[src/tsg_pkg.sv]
`timescale 1ns / 1ps

package tsg_pkg;

  localparam int TEMP_FRAC_BITS = 4;
  localparam int TEMP_W = 16;
  localparam int STOP_W = 8 + TEMP_FRAC_BITS;
  localparam int CMP_W = ((TEMP_W > STOP_W) ? TEMP_W : STOP_W) + 1;
  localparam int DEN_W = 8 + TEMP_FRAC_BITS;
  localparam int PROD_W = DEN_W + 8;
  localparam int NSUM_W = DEN_W + 10;
  localparam int REM_W = DEN_W + 7;
  localparam int QBITS = 6;
  localparam int CNT_W = $clog2(QBITS);
  localparam int PC_W = 4;
  localparam int ADDR_W = 5;

  typedef enum logic [2:0] {
    REG_ENABLE,
    REG_LOW,
    REG_MID,
    REG_HIGH,
    REG_COLD,
    REG_BASE,
    REG_HOT
  } reg_e;

  typedef enum logic [1:0] {
    CH_R,
    CH_G,
    CH_B
  } chan_e;

  typedef enum logic [2:0] {
    OP_NOP,
    OP_LOAD,
    OP_CLASS,
    OP_SETUP,
    OP_DIV,
    OP_FIN,
    OP_EMIT
  } op_e;

  typedef enum logic [2:0] {
    J_NEVER,
    J_ALWAYS,
    J_NO_INPUT,
    J_DIRECT,
    J_CNT,
    J_OUT_BUSY
  } jmp_e;

  typedef struct packed {
    op_e              op;
    chan_e            ch;
    jmp_e             jmp;
    logic [PC_W-1:0]  target;
  } ctrl_t;

  typedef struct packed {
    logic in_valid;
    logic direct;
    logic cnt_more;
    logic out_busy;
  } stat_t;

  typedef struct packed {
    logic        map_enable;
    logic [7:0]  low_temp;
    logic [7:0]  mid_temp;
    logic [7:0]  high_temp;
    logic [15:0] cold_rgb;
    logic [15:0] base_rgb;
    logic [15:0] hot_rgb;
  } cfg_t;

  localparam logic [PC_W-1:0] PC_WAIT  = PC_W'(0);
  localparam logic [PC_W-1:0] PC_DIV_R = PC_W'(3);
  localparam logic [PC_W-1:0] PC_DIV_G = PC_W'(6);
  localparam logic [PC_W-1:0] PC_DIV_B = PC_W'(9);
  localparam logic [PC_W-1:0] PC_END   = PC_W'(11);

  function automatic ctrl_t ucode(input logic [PC_W-1:0] pc);
    ctrl_t w;
    w = '{op: OP_NOP, ch: CH_R, jmp: J_ALWAYS, target: PC_WAIT};
    case (pc)
      PC_W'(0):  w = '{op: OP_LOAD,  ch: CH_R, jmp: J_NO_INPUT, target: PC_WAIT};
      PC_W'(1):  w = '{op: OP_CLASS, ch: CH_R, jmp: J_DIRECT,   target: PC_END};
      PC_W'(2):  w = '{op: OP_SETUP, ch: CH_R, jmp: J_NEVER,    target: PC_WAIT};
      PC_W'(3):  w = '{op: OP_DIV,   ch: CH_R, jmp: J_CNT,      target: PC_DIV_R};
      PC_W'(4):  w = '{op: OP_FIN,   ch: CH_R, jmp: J_NEVER,    target: PC_WAIT};
      PC_W'(5):  w = '{op: OP_SETUP, ch: CH_G, jmp: J_NEVER,    target: PC_WAIT};
      PC_W'(6):  w = '{op: OP_DIV,   ch: CH_G, jmp: J_CNT,      target: PC_DIV_G};
      PC_W'(7):  w = '{op: OP_FIN,   ch: CH_G, jmp: J_NEVER,    target: PC_WAIT};
      PC_W'(8):  w = '{op: OP_SETUP, ch: CH_B, jmp: J_NEVER,    target: PC_WAIT};
      PC_W'(9):  w = '{op: OP_DIV,   ch: CH_B, jmp: J_CNT,      target: PC_DIV_B};
      PC_W'(10): w = '{op: OP_FIN,   ch: CH_B, jmp: J_NEVER,    target: PC_WAIT};
      PC_W'(11): w = '{op: OP_EMIT,  ch: CH_R, jmp: J_OUT_BUSY, target: PC_END};
      default:   w = '{op: OP_NOP,   ch: CH_R, jmp: J_ALWAYS,   target: PC_WAIT};
    endcase
    return w;
  endfunction

  function automatic logic [5:0] chan_of(input logic [15:0] color, input chan_e ch);
    logic [5:0] v;
    v = '0;
    unique case (ch)
      CH_R:    v = {1'b0, color[15:11]};
      CH_G:    v = color[10:5];
      CH_B:    v = {1'b0, color[4:0]};
      default: v = '0;
    endcase
    return v;
  endfunction

endpackage

[src/tsg_if.sv]
`timescale 1ns / 1ps

interface tsg_req_if;
  logic        valid;
  logic        ready;
  logic        req_type;
  logic [15:0] temp_sample;

  modport source (output valid, output req_type, output temp_sample, input ready);
  modport sink (input valid, input req_type, input temp_sample, output ready);
endinterface

interface tsg_rsp_if;
  logic        valid;
  logic        ready;
  logic [15:0] color_out;
  logic        temp_seen;

  modport source (output valid, output color_out, output temp_seen, input ready);
  modport sink (input valid, input color_out, input temp_seen, output ready);
endinterface

[src/tsg_regs.sv]
`timescale 1ns / 1ps

module tsg_regs (
  input  logic                       clk_i,
  input  logic                       rst_ni,
  input  logic                       psel,
  input  logic                       penable,
  input  logic                       pwrite,
  input  logic [tsg_pkg::ADDR_W-1:0] paddr,
  input  logic [31:0]                pwdata,
  output logic [31:0]                prdata,
  output logic                       pready,
  output tsg_pkg::cfg_t              cfg_o
);

  tsg_pkg::cfg_t cfg_q;
  logic          wr_en;
  logic [2:0]    idx;

  assign pready = 1'b1;
  assign wr_en  = psel && penable && pwrite;
  assign idx    = paddr[4:2];
  assign cfg_o  = cfg_q;

  always_ff @(posedge clk_i or negedge rst_ni) begin
    if (!rst_ni) begin
      cfg_q.map_enable <= 1'b1;
      cfg_q.low_temp   <= 8'd40;
      cfg_q.mid_temp   <= 8'd50;
      cfg_q.high_temp  <= 8'd60;
      cfg_q.cold_rgb   <= 16'h031F;
      cfg_q.base_rgb   <= 16'hA800;
      cfg_q.hot_rgb    <= 16'hFD00;
    end else if (wr_en) begin
      unique case (tsg_pkg::reg_e'(idx))
        tsg_pkg::REG_ENABLE: cfg_q.map_enable <= pwdata[0];
        tsg_pkg::REG_LOW:    cfg_q.low_temp   <= pwdata[7:0];
        tsg_pkg::REG_MID:    cfg_q.mid_temp   <= pwdata[7:0];
        tsg_pkg::REG_HIGH:   cfg_q.high_temp  <= pwdata[7:0];
        tsg_pkg::REG_COLD:   cfg_q.cold_rgb   <= pwdata[15:0];
        tsg_pkg::REG_BASE:   cfg_q.base_rgb   <= pwdata[15:0];
        tsg_pkg::REG_HOT:    cfg_q.hot_rgb    <= pwdata[15:0];
        default: ;
      endcase
    end
  end

  always_comb begin
    prdata = '0;
    unique case (tsg_pkg::reg_e'(idx))
      tsg_pkg::REG_ENABLE: prdata = {31'd0, cfg_q.map_enable};
      tsg_pkg::REG_LOW:    prdata = {24'd0, cfg_q.low_temp};
      tsg_pkg::REG_MID:    prdata = {24'd0, cfg_q.mid_temp};
      tsg_pkg::REG_HIGH:   prdata = {24'd0, cfg_q.high_temp};
      tsg_pkg::REG_COLD:   prdata = {16'd0, cfg_q.cold_rgb};
      tsg_pkg::REG_BASE:   prdata = {16'd0, cfg_q.base_rgb};
      tsg_pkg::REG_HOT:    prdata = {16'd0, cfg_q.hot_rgb};
      default:             prdata = '0;
    endcase
  end

endmodule

[src/tsg_useq.sv]
`timescale 1ns / 1ps

module tsg_useq (
  input  logic            clk_i,
  input  logic            rst_ni,
  input  tsg_pkg::stat_t  stat_i,
  output tsg_pkg::ctrl_t  ctrl_o
);

  logic [tsg_pkg::PC_W-1:0] pc_q, pc_d;
  logic                     take;

  assign ctrl_o = tsg_pkg::ucode(pc_q);

  always_comb begin
    take = 1'b0;
    unique case (ctrl_o.jmp)
      tsg_pkg::J_NEVER:    take = 1'b0;
      tsg_pkg::J_ALWAYS:   take = 1'b1;
      tsg_pkg::J_NO_INPUT: take = !stat_i.in_valid;
      tsg_pkg::J_DIRECT:   take = stat_i.direct;
      tsg_pkg::J_CNT:      take = stat_i.cnt_more;
      tsg_pkg::J_OUT_BUSY: take = stat_i.out_busy;
      default:             take = 1'b1;
    endcase
    pc_d = take ? ctrl_o.target : pc_q + tsg_pkg::PC_W'(1);
  end

  always_ff @(posedge clk_i or negedge rst_ni) begin
    if (!rst_ni) begin
      pc_q <= tsg_pkg::PC_WAIT;
    end else begin
      pc_q <= pc_d;
    end
  end

endmodule

[src/tsg_dpath.sv]
`timescale 1ns / 1ps

module tsg_dpath (
  input  logic            clk_i,
  input  logic            rst_ni,
  input  tsg_pkg::ctrl_t  ctrl_i,
  input  tsg_pkg::cfg_t   cfg_i,
  input  logic            in_valid_i,
  input  logic            req_type_i,
  input  logic [15:0]     temp_sample_i,
  input  logic            out_ready_i,
  output tsg_pkg::stat_t  stat_o,
  output logic            out_valid_o,
  output logic [15:0]     color_out_o,
  output logic            temp_seen_o
);

  localparam int CMP_W  = tsg_pkg::CMP_W;
  localparam int DEN_W  = tsg_pkg::DEN_W;
  localparam int PROD_W = tsg_pkg::PROD_W;
  localparam int NSUM_W = tsg_pkg::NSUM_W;
  localparam int REM_W  = tsg_pkg::REM_W;
  localparam int QBITS  = tsg_pkg::QBITS;
  localparam int CNT_W  = tsg_pkg::CNT_W;

  logic signed [15:0]       held_temp_q;
  logic                     held_valid_q;
  logic                     out_valid_q;
  logic [15:0]              color_q;
  logic                     seen_q;

  logic [15:0]              a_q, b_q, res_q;
  logic [DEN_W-1:0]         num_q, den_q;
  logic [REM_W-1:0]         rem_q;
  logic [QBITS-1:0]         quo_q;
  logic                     neg_q;
  logic [CNT_W-1:0]         cnt_q;

  logic signed [CMP_W-1:0]  t_ext, mn, md, mx, num_w, den_w;
  logic                     cls_direct;
  logic [15:0]              cls_color, cls_a, cls_b;

  logic [5:0]               a_ch, b_ch;
  logic signed [6:0]        diff;
  logic signed [PROD_W-1:0] prod;
  logic signed [NSUM_W-1:0] nsum;
  logic [NSUM_W-1:0]        mag;
  logic [REM_W-1:0]         dsh;
  logic                     fit;
  logic [6:0]               qs, sum7;
  logic [15:0]              res_fin;
  logic                     out_busy;
  logic                     load;

  assign load = (ctrl_i.op == tsg_pkg::OP_LOAD) && in_valid_i;

  assign t_ext = CMP_W'(held_temp_q);
  assign mn = CMP_W'($signed(cfg_i.low_temp)) <<< tsg_pkg::TEMP_FRAC_BITS;
  assign md = CMP_W'($signed(cfg_i.mid_temp)) <<< tsg_pkg::TEMP_FRAC_BITS;
  assign mx = CMP_W'($signed(cfg_i.high_temp)) <<< tsg_pkg::TEMP_FRAC_BITS;

  always_comb begin
    cls_direct = 1'b1;
    cls_color  = cfg_i.base_rgb;
    cls_a      = cfg_i.cold_rgb;
    cls_b      = cfg_i.base_rgb;
    num_w      = t_ext - mn;
    den_w      = md - mn;
    if (!cfg_i.map_enable || !held_valid_q) begin
      cls_color = cfg_i.base_rgb;
    end else if (t_ext <= mn) begin
      cls_color = cfg_i.cold_rgb;
    end else if (t_ext >= mx) begin
      cls_color = cfg_i.hot_rgb;
    end else if (t_ext < md) begin
      cls_direct = 1'b0;
    end else begin
      cls_direct = 1'b0;
      cls_a      = cfg_i.base_rgb;
      cls_b      = cfg_i.hot_rgb;
      num_w      = t_ext - md;
      den_w      = mx - md;
    end
  end

  assign a_ch = tsg_pkg::chan_of(a_q, ctrl_i.ch);
  assign b_ch = tsg_pkg::chan_of(b_q, ctrl_i.ch);
  assign diff = $signed({1'b0, b_ch}) - $signed({1'b0, a_ch});
  assign prod = diff * $signed({1'b0, num_q});
  assign nsum = (NSUM_W'(prod) <<< 1) + NSUM_W'($signed({1'b0, den_q}));
  assign mag  = nsum[NSUM_W-1] ? NSUM_W'(-nsum) : NSUM_W'(nsum);

  assign dsh = REM_W'({den_q, 1'b0}) << cnt_q;
  assign fit = rem_q >= dsh;

  assign qs   = 7'(quo_q);
  assign sum7 = {1'b0, a_ch} + (neg_q ? (~qs + 7'd1) : qs);

  always_comb begin
    res_fin = res_q;
    unique case (ctrl_i.ch)
      tsg_pkg::CH_R: res_fin[15:11] = sum7[4:0];
      tsg_pkg::CH_G: res_fin[10:5]  = sum7[5:0];
      tsg_pkg::CH_B: res_fin[4:0]   = sum7[4:0];
      default:       res_fin        = res_q;
    endcase
  end

  assign out_busy = out_valid_q && !out_ready_i;

  always_ff @(posedge clk_i or negedge rst_ni) begin
    if (!rst_ni) begin
      held_temp_q  <= '0;
      held_valid_q <= 1'b0;
      out_valid_q  <= 1'b0;
      cnt_q        <= '0;
    end else begin
      if (load && !req_type_i) begin
        held_temp_q  <= temp_sample_i;
        held_valid_q <= 1'b1;
      end
      if ((ctrl_i.op == tsg_pkg::OP_EMIT) && !out_busy) begin
        out_valid_q <= 1'b1;
      end else if (out_valid_q && out_ready_i) begin
        out_valid_q <= 1'b0;
      end
      if (ctrl_i.op == tsg_pkg::OP_SETUP) begin
        cnt_q <= CNT_W'(QBITS - 1);
      end else if (ctrl_i.op == tsg_pkg::OP_DIV) begin
        cnt_q <= cnt_q - CNT_W'(1);
      end
    end
  end

  always_ff @(posedge clk_i) begin
    unique case (ctrl_i.op)
      tsg_pkg::OP_CLASS: begin
        res_q <= cls_color;
        a_q   <= cls_a;
        b_q   <= cls_b;
        num_q <= num_w[DEN_W-1:0];
        den_q <= den_w[DEN_W-1:0];
      end
      tsg_pkg::OP_SETUP: begin
        rem_q <= mag[REM_W-1:0];
        neg_q <= nsum[NSUM_W-1];
        quo_q <= '0;
      end
      tsg_pkg::OP_DIV: begin
        if (fit) begin
          rem_q <= rem_q - dsh;
        end
        quo_q <= {quo_q[QBITS-2:0], fit};
      end
      tsg_pkg::OP_FIN: res_q <= res_fin;
      tsg_pkg::OP_EMIT: begin
        if (!out_busy) begin
          color_q <= res_q;
          seen_q  <= held_valid_q;
        end
      end
      default: ;
    endcase
  end

  assign stat_o.in_valid = in_valid_i;
  assign stat_o.direct   = cls_direct;
  assign stat_o.cnt_more = cnt_q != '0;
  assign stat_o.out_busy = out_busy;

  assign out_valid_o = out_valid_q;
  assign color_out_o = color_q;
  assign temp_seen_o = seen_q;

endmodule

[src/three_stop_rgb565_gradient_top.sv]
`timescale 1ns / 1ps
// Channel   Role    Handshake             Payload
// req_i     sink    valid/ready           req_type, temp_sample
// rsp_o     source  valid/ready           color_out, temp_seen
// apb       slave   psel/penable/pready   paddr, pwdata, prdata
//
// One transaction at a time, run by a microprogram.
// Disabled, no sample, or a temperature at or past the low or high stop: direct color, no divide.
// Blended: each channel goes through the shared restoring divider
// (6 quotient steps per channel, three channels in turn).
// Reset returns the configuration registers to defaults and clears the stored sample.
// A result held in the output register stalls the program at its emit step.

module three_stop_rgb565_gradient_top (
  input  logic                       clk_i,
  input  logic                       rst_ni,
  tsg_req_if.sink                    req_i,
  tsg_rsp_if.source                  rsp_o,
  input  logic                       psel,
  input  logic                       penable,
  input  logic                       pwrite,
  input  logic [tsg_pkg::ADDR_W-1:0] paddr,
  input  logic [31:0]                pwdata,
  output logic [31:0]                prdata,
  output logic                       pready
);

  tsg_pkg::cfg_t  cfg;
  tsg_pkg::ctrl_t ctrl;
  tsg_pkg::stat_t stat;

  assign req_i.ready = (ctrl.op == tsg_pkg::OP_LOAD);

  tsg_regs u_regs (
    .clk_i   (clk_i),
    .rst_ni  (rst_ni),
    .psel    (psel),
    .penable (penable),
    .pwrite  (pwrite),
    .paddr   (paddr),
    .pwdata  (pwdata),
    .prdata  (prdata),
    .pready  (pready),
    .cfg_o   (cfg)
  );

  tsg_useq u_useq (
    .clk_i  (clk_i),
    .rst_ni (rst_ni),
    .stat_i (stat),
    .ctrl_o (ctrl)
  );

  tsg_dpath u_dpath (
    .clk_i         (clk_i),
    .rst_ni        (rst_ni),
    .ctrl_i        (ctrl),
    .cfg_i         (cfg),
    .in_valid_i    (req_i.valid),
    .req_type_i    (req_i.req_type),
    .temp_sample_i (req_i.temp_sample),
    .out_ready_i   (rsp_o.ready),
    .stat_o        (stat),
    .out_valid_o   (rsp_o.valid),
    .color_out_o   (rsp_o.color_out),
    .temp_seen_o   (rsp_o.temp_seen)
  );

endmodule

[src/flat_wrapper.sv]
// flat-port wrapper written by rule: the top's interface ports become plain ports
module three_stop_rgb565_gradient_top_flat 
  (clk_i, rst_ni, psel, penable, pwrite, paddr, pwdata, prdata, pready, req_i_valid, req_i_req_type, req_i_temp_sample, req_i_ready, rsp_o_valid, rsp_o_color_out, rsp_o_temp_seen, rsp_o_ready);
  tsg_req_if req_i_i ();
  tsg_rsp_if rsp_o_i ();
  input  logic clk_i;
  input  logic rst_ni;
  input  logic psel;
  input  logic penable;
  input  logic pwrite;
  input  logic [tsg_pkg::ADDR_W-1:0] paddr;
  input  logic [31:0] pwdata;
  output logic [31:0] prdata;
  output logic pready;
  input wire logic [$bits(req_i_i.valid)-1:0] req_i_valid;
  input wire logic [$bits(req_i_i.req_type)-1:0] req_i_req_type;
  input wire logic [$bits(req_i_i.temp_sample)-1:0] req_i_temp_sample;
  output wire logic [$bits(req_i_i.ready)-1:0] req_i_ready;
  output wire logic [$bits(rsp_o_i.valid)-1:0] rsp_o_valid;
  output wire logic [$bits(rsp_o_i.color_out)-1:0] rsp_o_color_out;
  output wire logic [$bits(rsp_o_i.temp_seen)-1:0] rsp_o_temp_seen;
  input wire logic [$bits(rsp_o_i.ready)-1:0] rsp_o_ready;
  assign req_i_i.valid = req_i_valid;
  assign req_i_i.req_type = req_i_req_type;
  assign req_i_i.temp_sample = req_i_temp_sample;
  assign req_i_ready = req_i_i.ready;
  assign rsp_o_valid = rsp_o_i.valid;
  assign rsp_o_color_out = rsp_o_i.color_out;
  assign rsp_o_temp_seen = rsp_o_i.temp_seen;
  assign rsp_o_i.ready = rsp_o_ready;
  three_stop_rgb565_gradient_top u_core (.clk_i(clk_i), .rst_ni(rst_ni), .req_i(req_i_i), .rsp_o(rsp_o_i), .psel(psel), .penable(penable), .pwrite(pwrite), .paddr(paddr), .pwdata(pwdata), .prdata(prdata), .pready(pready));
endmodule
[config.mk]
export PLATFORM = sky130hd
export DESIGN_NAME = three_stop_rgb565_gradient_top_flat
export DESIGN_NICKNAME = d
export VERILOG_FILES = /design/src/tsg_pkg.sv /design/src/tsg_if.sv /design/src/tsg_regs.sv /design/src/tsg_useq.sv /design/src/tsg_dpath.sv /design/src/three_stop_rgb565_gradient_top.sv /design/src/flat_wrapper.sv
export SDC_FILE = /design/constraint.sdc
export NUM_CORES = 1
export LEC_CHECK = 0
export BUFFER_PORTS_ARGS = -buffer_cell sky130_fd_sc_hd__clkbuf_2
export CORE_ASPECT_RATIO = 1.2
export CORE_MARGIN = 3
export CORE_UTILIZATION = 50
export CTS_BUF_LIST = sky130_fd_sc_hd__clkbuf_8
export DETAILED_ROUTE_END_ITERATION = 12
export PLACE_DENSITY = 0.77
export SETUP_SLACK_MARGIN = 0.3
export SYNTH_ARGS = -nofsm -noshare
export SYNTH_HDL_FRONTEND = slang
export SYNTH_SLANG_ARGS = --single-unit
[constraint.sdc]
create_clock -name clk_i -period 15.6 [get_ports clk_i]
set_input_delay 3.12 -clock clk_i [delete_from_list [all_inputs] [get_ports clk_i]]
set_output_delay 3.12 -clock clk_i [all_outputs]
set_load 0.05 [all_outputs]
==> impl_metrics.yaml <==
run_status:
  status: "complete, no violations"
clock_network:
  cts_made_buffers: 34
  cts_setup_buffers: 0
  cts.clk_slew.worst_paths_ps: 60
  cts_buffer_depth: 3
  clk_latency_ps: 550
  cts_root_buf: "clkbuf_8"
  cts_resized: 0
  htree_levels: 2
  cts.sinks: 208
  holdBufCountCts: 0
  cts_tree: "built"
global_routing:
  grt_first_pass_wirelength_um: 63010
  overflow: 0
  track_usage_pct: 22.18
  grt_max_degree: 61
  antenna_found_initial: 0
  grt_pass1_vias: 12590
timing:
  skew_ps: 36.88
  relSlewSlack_pct: 25.57
  min_period_ps: 10570
  rsz0062_at_grt: "false"
  fmax_mhz: 94.62
  setup-tns-final_ps: 0
  setup_viol: 0
  finalCritPeriodShare_pct: 67.75
  hold_viol_final: 0
  worst_slew_pin_slew_ps: 1102
  drv_slew: 0
worst_setup_path:
  reg2reg_depth: 35
  reg2reg_slack_ps: 5030
  crit_type: "reg2reg"
  cp.required_ps: 15870
  worstPathArrival_ps: 10840
  path_max_fanout: 17
  start_kind: "flip-flop"
  reg2reg_from: "u_core.u_useq.pc_q[2]"
  rr_endpoint: "u_core.u_dpath.rem_q[13]"
  crit_path_max_incr_delay_ps: 840
  end_kind: "flip-flop"
  cpMaxStageDelayCell: "xnor2_1"
final_layout:
  diodes: 0
  layout_commonest_cell: "inv_1"
  fin_nets: 1961
  layout_common_cells: "165 x inv_1, 143 x nand2_1, 142 x ha_1"
  fin_area_mm2: 0.01785
  drive_above_1_share_pct: 17.20
  syn_to_final_growth_pct: 8.009
yosys:
  async_flop_share_pct: 47.12
  syn_area_mm2: 0.01653
  ys_seq_area_share_pct: 35.03
  synth-edff-count: 110
  synthCells: 1637
  ys_types: 86
  ys.flop_type: "edfxtp_1"
  ys_ff_latch: 208
  yosys_warnings: 0
  syn_area_per_cell_um2: 10.10
floorplan:
  num_rows: 72
  die-area_mm2: 0.03528
  die_x_um: 172.0
  core_mm2: 0.03243
  ioPinCount: 113
  die_h_um: 205.2
  start_util_pct: 50.96
worst_hold_path:
  hold_depth: 0
  hold_path_class: "reg2reg"
  min_from: "u_core.u_dpath.res_q[1]"
  hold_end: "u_core.u_dpath.color_out_o[1]"
drt:
  drc: 0
  wl_per_cell_um: 18.44
  drt_pre_antenna_iters: 5
  drt_iter0_markers: 794
  vias: 12420
  via_per_inst: 5.821
  routed_wl_um: 39350
  ant_nets: 0
place:
  gp_congestion: 0.8666
  placed_cell_area_mm2: 0.01717
  post-dp-hpwl_um: 29900
  port-buffer-count: 77
flow_run:
  drv_cap: 0
## metal layers
layer | global-route usage, % | wire length (µm)
met5 | 0 | 0
met2 | 39.31 | 19800
met1 | 27.97 | 15930
met3 | 2.767 | 2432
met4 | 7.416 | 1194
## area by class of cell
class	instances	area (µm²)
flip-flops and latches	208	5789
inverters	157	589.3
repair buffers	88	470.5
multi-input cells	1212	9811
fillers	2766	14580
well taps	407	509.2
clock buffers	41	564.3
clock inverters	21	118.9
## cells by family after synthesis
logic type | Yosys count | synth area share, %
AO/OA/AOI/OAI | 322 | 12.69
XOR/XNOR | 82 | 4.436
adder cells (fa/ha/maj) | 199 | 17.65
buffers and inverters | 232 | 6.033
flip-flops | 208 | 35.03
multiplexers | 149 | 10.41
other | 2 | 0.04544
AND/OR/NAND/NOR | 443 | 13.71
## synthesized netlist by cell type (4+ instances only)
master      n  share of area [%]
inv_1     155                3.5
nand2_1   143                3.2
ha_1      142                 11
edfxtp_1  110                 20
o21ai_0    84                2.5
nor2_1     80                1.8
a21oi_1    72                2.2
dfrtp_1    71                 11
mux2_2     67                4.6
xnor2_1    59                3.1
fa_1       57                6.9
mux2i_1    53                3.2
clkbuf_1   41               0.93
and2_1     40                1.5
nor2b_1    37                1.4
mux2_4     29                2.6
dfstp_2    27                4.3
nand2b_1   27                1.0
a21o_1     24                1.1
a221oi_1   24                1.3
and3_1     21               0.79
o21ai_1    21               0.64
xor2_1     21                1.1
buf_4      17               0.77
nor3_1     16               0.48
o22ai_1    16               0.61
nand3_1    15               0.45
nand3b_1    9               0.41
buf_6       8               0.55
or2_2       8               0.30
buf_1       7               0.16
nand4_1     7               0.26
nor3_2      7               0.42
nor4_1      7               0.26
a211oi_1    6               0.27
a22oi_1     6               0.27
nor3b_1     6               0.27
o21a_1      6               0.27
a21boi_0    5               0.23
o211ai_1    5               0.23
or3_1       5               0.19
a221o_1     4               0.24
a31oi_1     4               0.15
o21bai_1    4               0.18
o31ai_1     4               0.18
## critical path, delay by kind of cell, from the launching register on
kind                     cells  cell delay (ps)
AND/OR/NAND/NOR              9             2420
buffers and inverters        4              360
multiplexers                 1              270
AO/OA/AOI/OAI               10             1910
flip-flops                   1              650
XOR/XNOR                     3             1120
adder cells (fa/ha/maj)      8             3590
## state kept, by name, summed over array words and instances (netlist names)
name                         count
u_core.u_regs.cfg_o             73
u_core.u_dpath.rem_q            18
u_core.u_dpath.a_q              16
u_core.u_dpath.b_q              16
u_core.u_dpath.color_out_o      16
u_core.u_dpath.held_temp_q      16
u_core.u_dpath.res_q            16
u_core.u_dpath.num_q            12
u_core.u_dpath.den_q             8
u_core.u_dpath.quo_q             6
u_core.u_useq.pc_q               4
u_core.u_dpath.cnt_q             3
u_core.u_dpath.held_valid_q      1
u_core.u_dpath.neg_q             1
u_core.u_dpath.out_valid_o       1
u_core.u_dpath.temp_seen_o       1
## metrics by stage
stage	setup WS [ps]	hold WS [ps]	std cells	util, %
after floorplan	6802	400.3	1652	-
after global placement	5446	406.6	2072	52.94
after detailed placement	5274	407.5	2072	52.94
after CTS	5227	421.8	2134	55.05
after global routing	4470	424.6	2134	55.05
final	5032	420.5	2134	55.05
## worst max path at each step
stage | from | endpoint | slack [ps] | cells past startpoint
6_report | u_core.u_useq.pc_q[2] | u_core.u_dpath.rem_q[13] | 5030 | 35
5_1_grt | u_core.u_useq.pc_q[2] | u_core.u_dpath.rem_q[13] | 4470 | 35
4_1_cts | u_core.u_useq.pc_q[2] | u_core.u_dpath.rem_q[13] | 5230 | 35
3_5_place_dp | u_core.u_useq.pc_q[2] | u_core.u_dpath.rem_q[13] | 5270 | 35
3_3_place_gp | u_core.u_useq.pc_q[2] | u_core.u_dpath.rem_q[12] | 5450 | 35
2_1_floorplan | u_core.u_useq.pc_q[0] | u_core.u_dpath.rem_q[12] | 6800 | 41
Power is left out: the tool's default activity adds up to more than one toggle a clock period on the data nets, which glitch-free logic cannot reach.
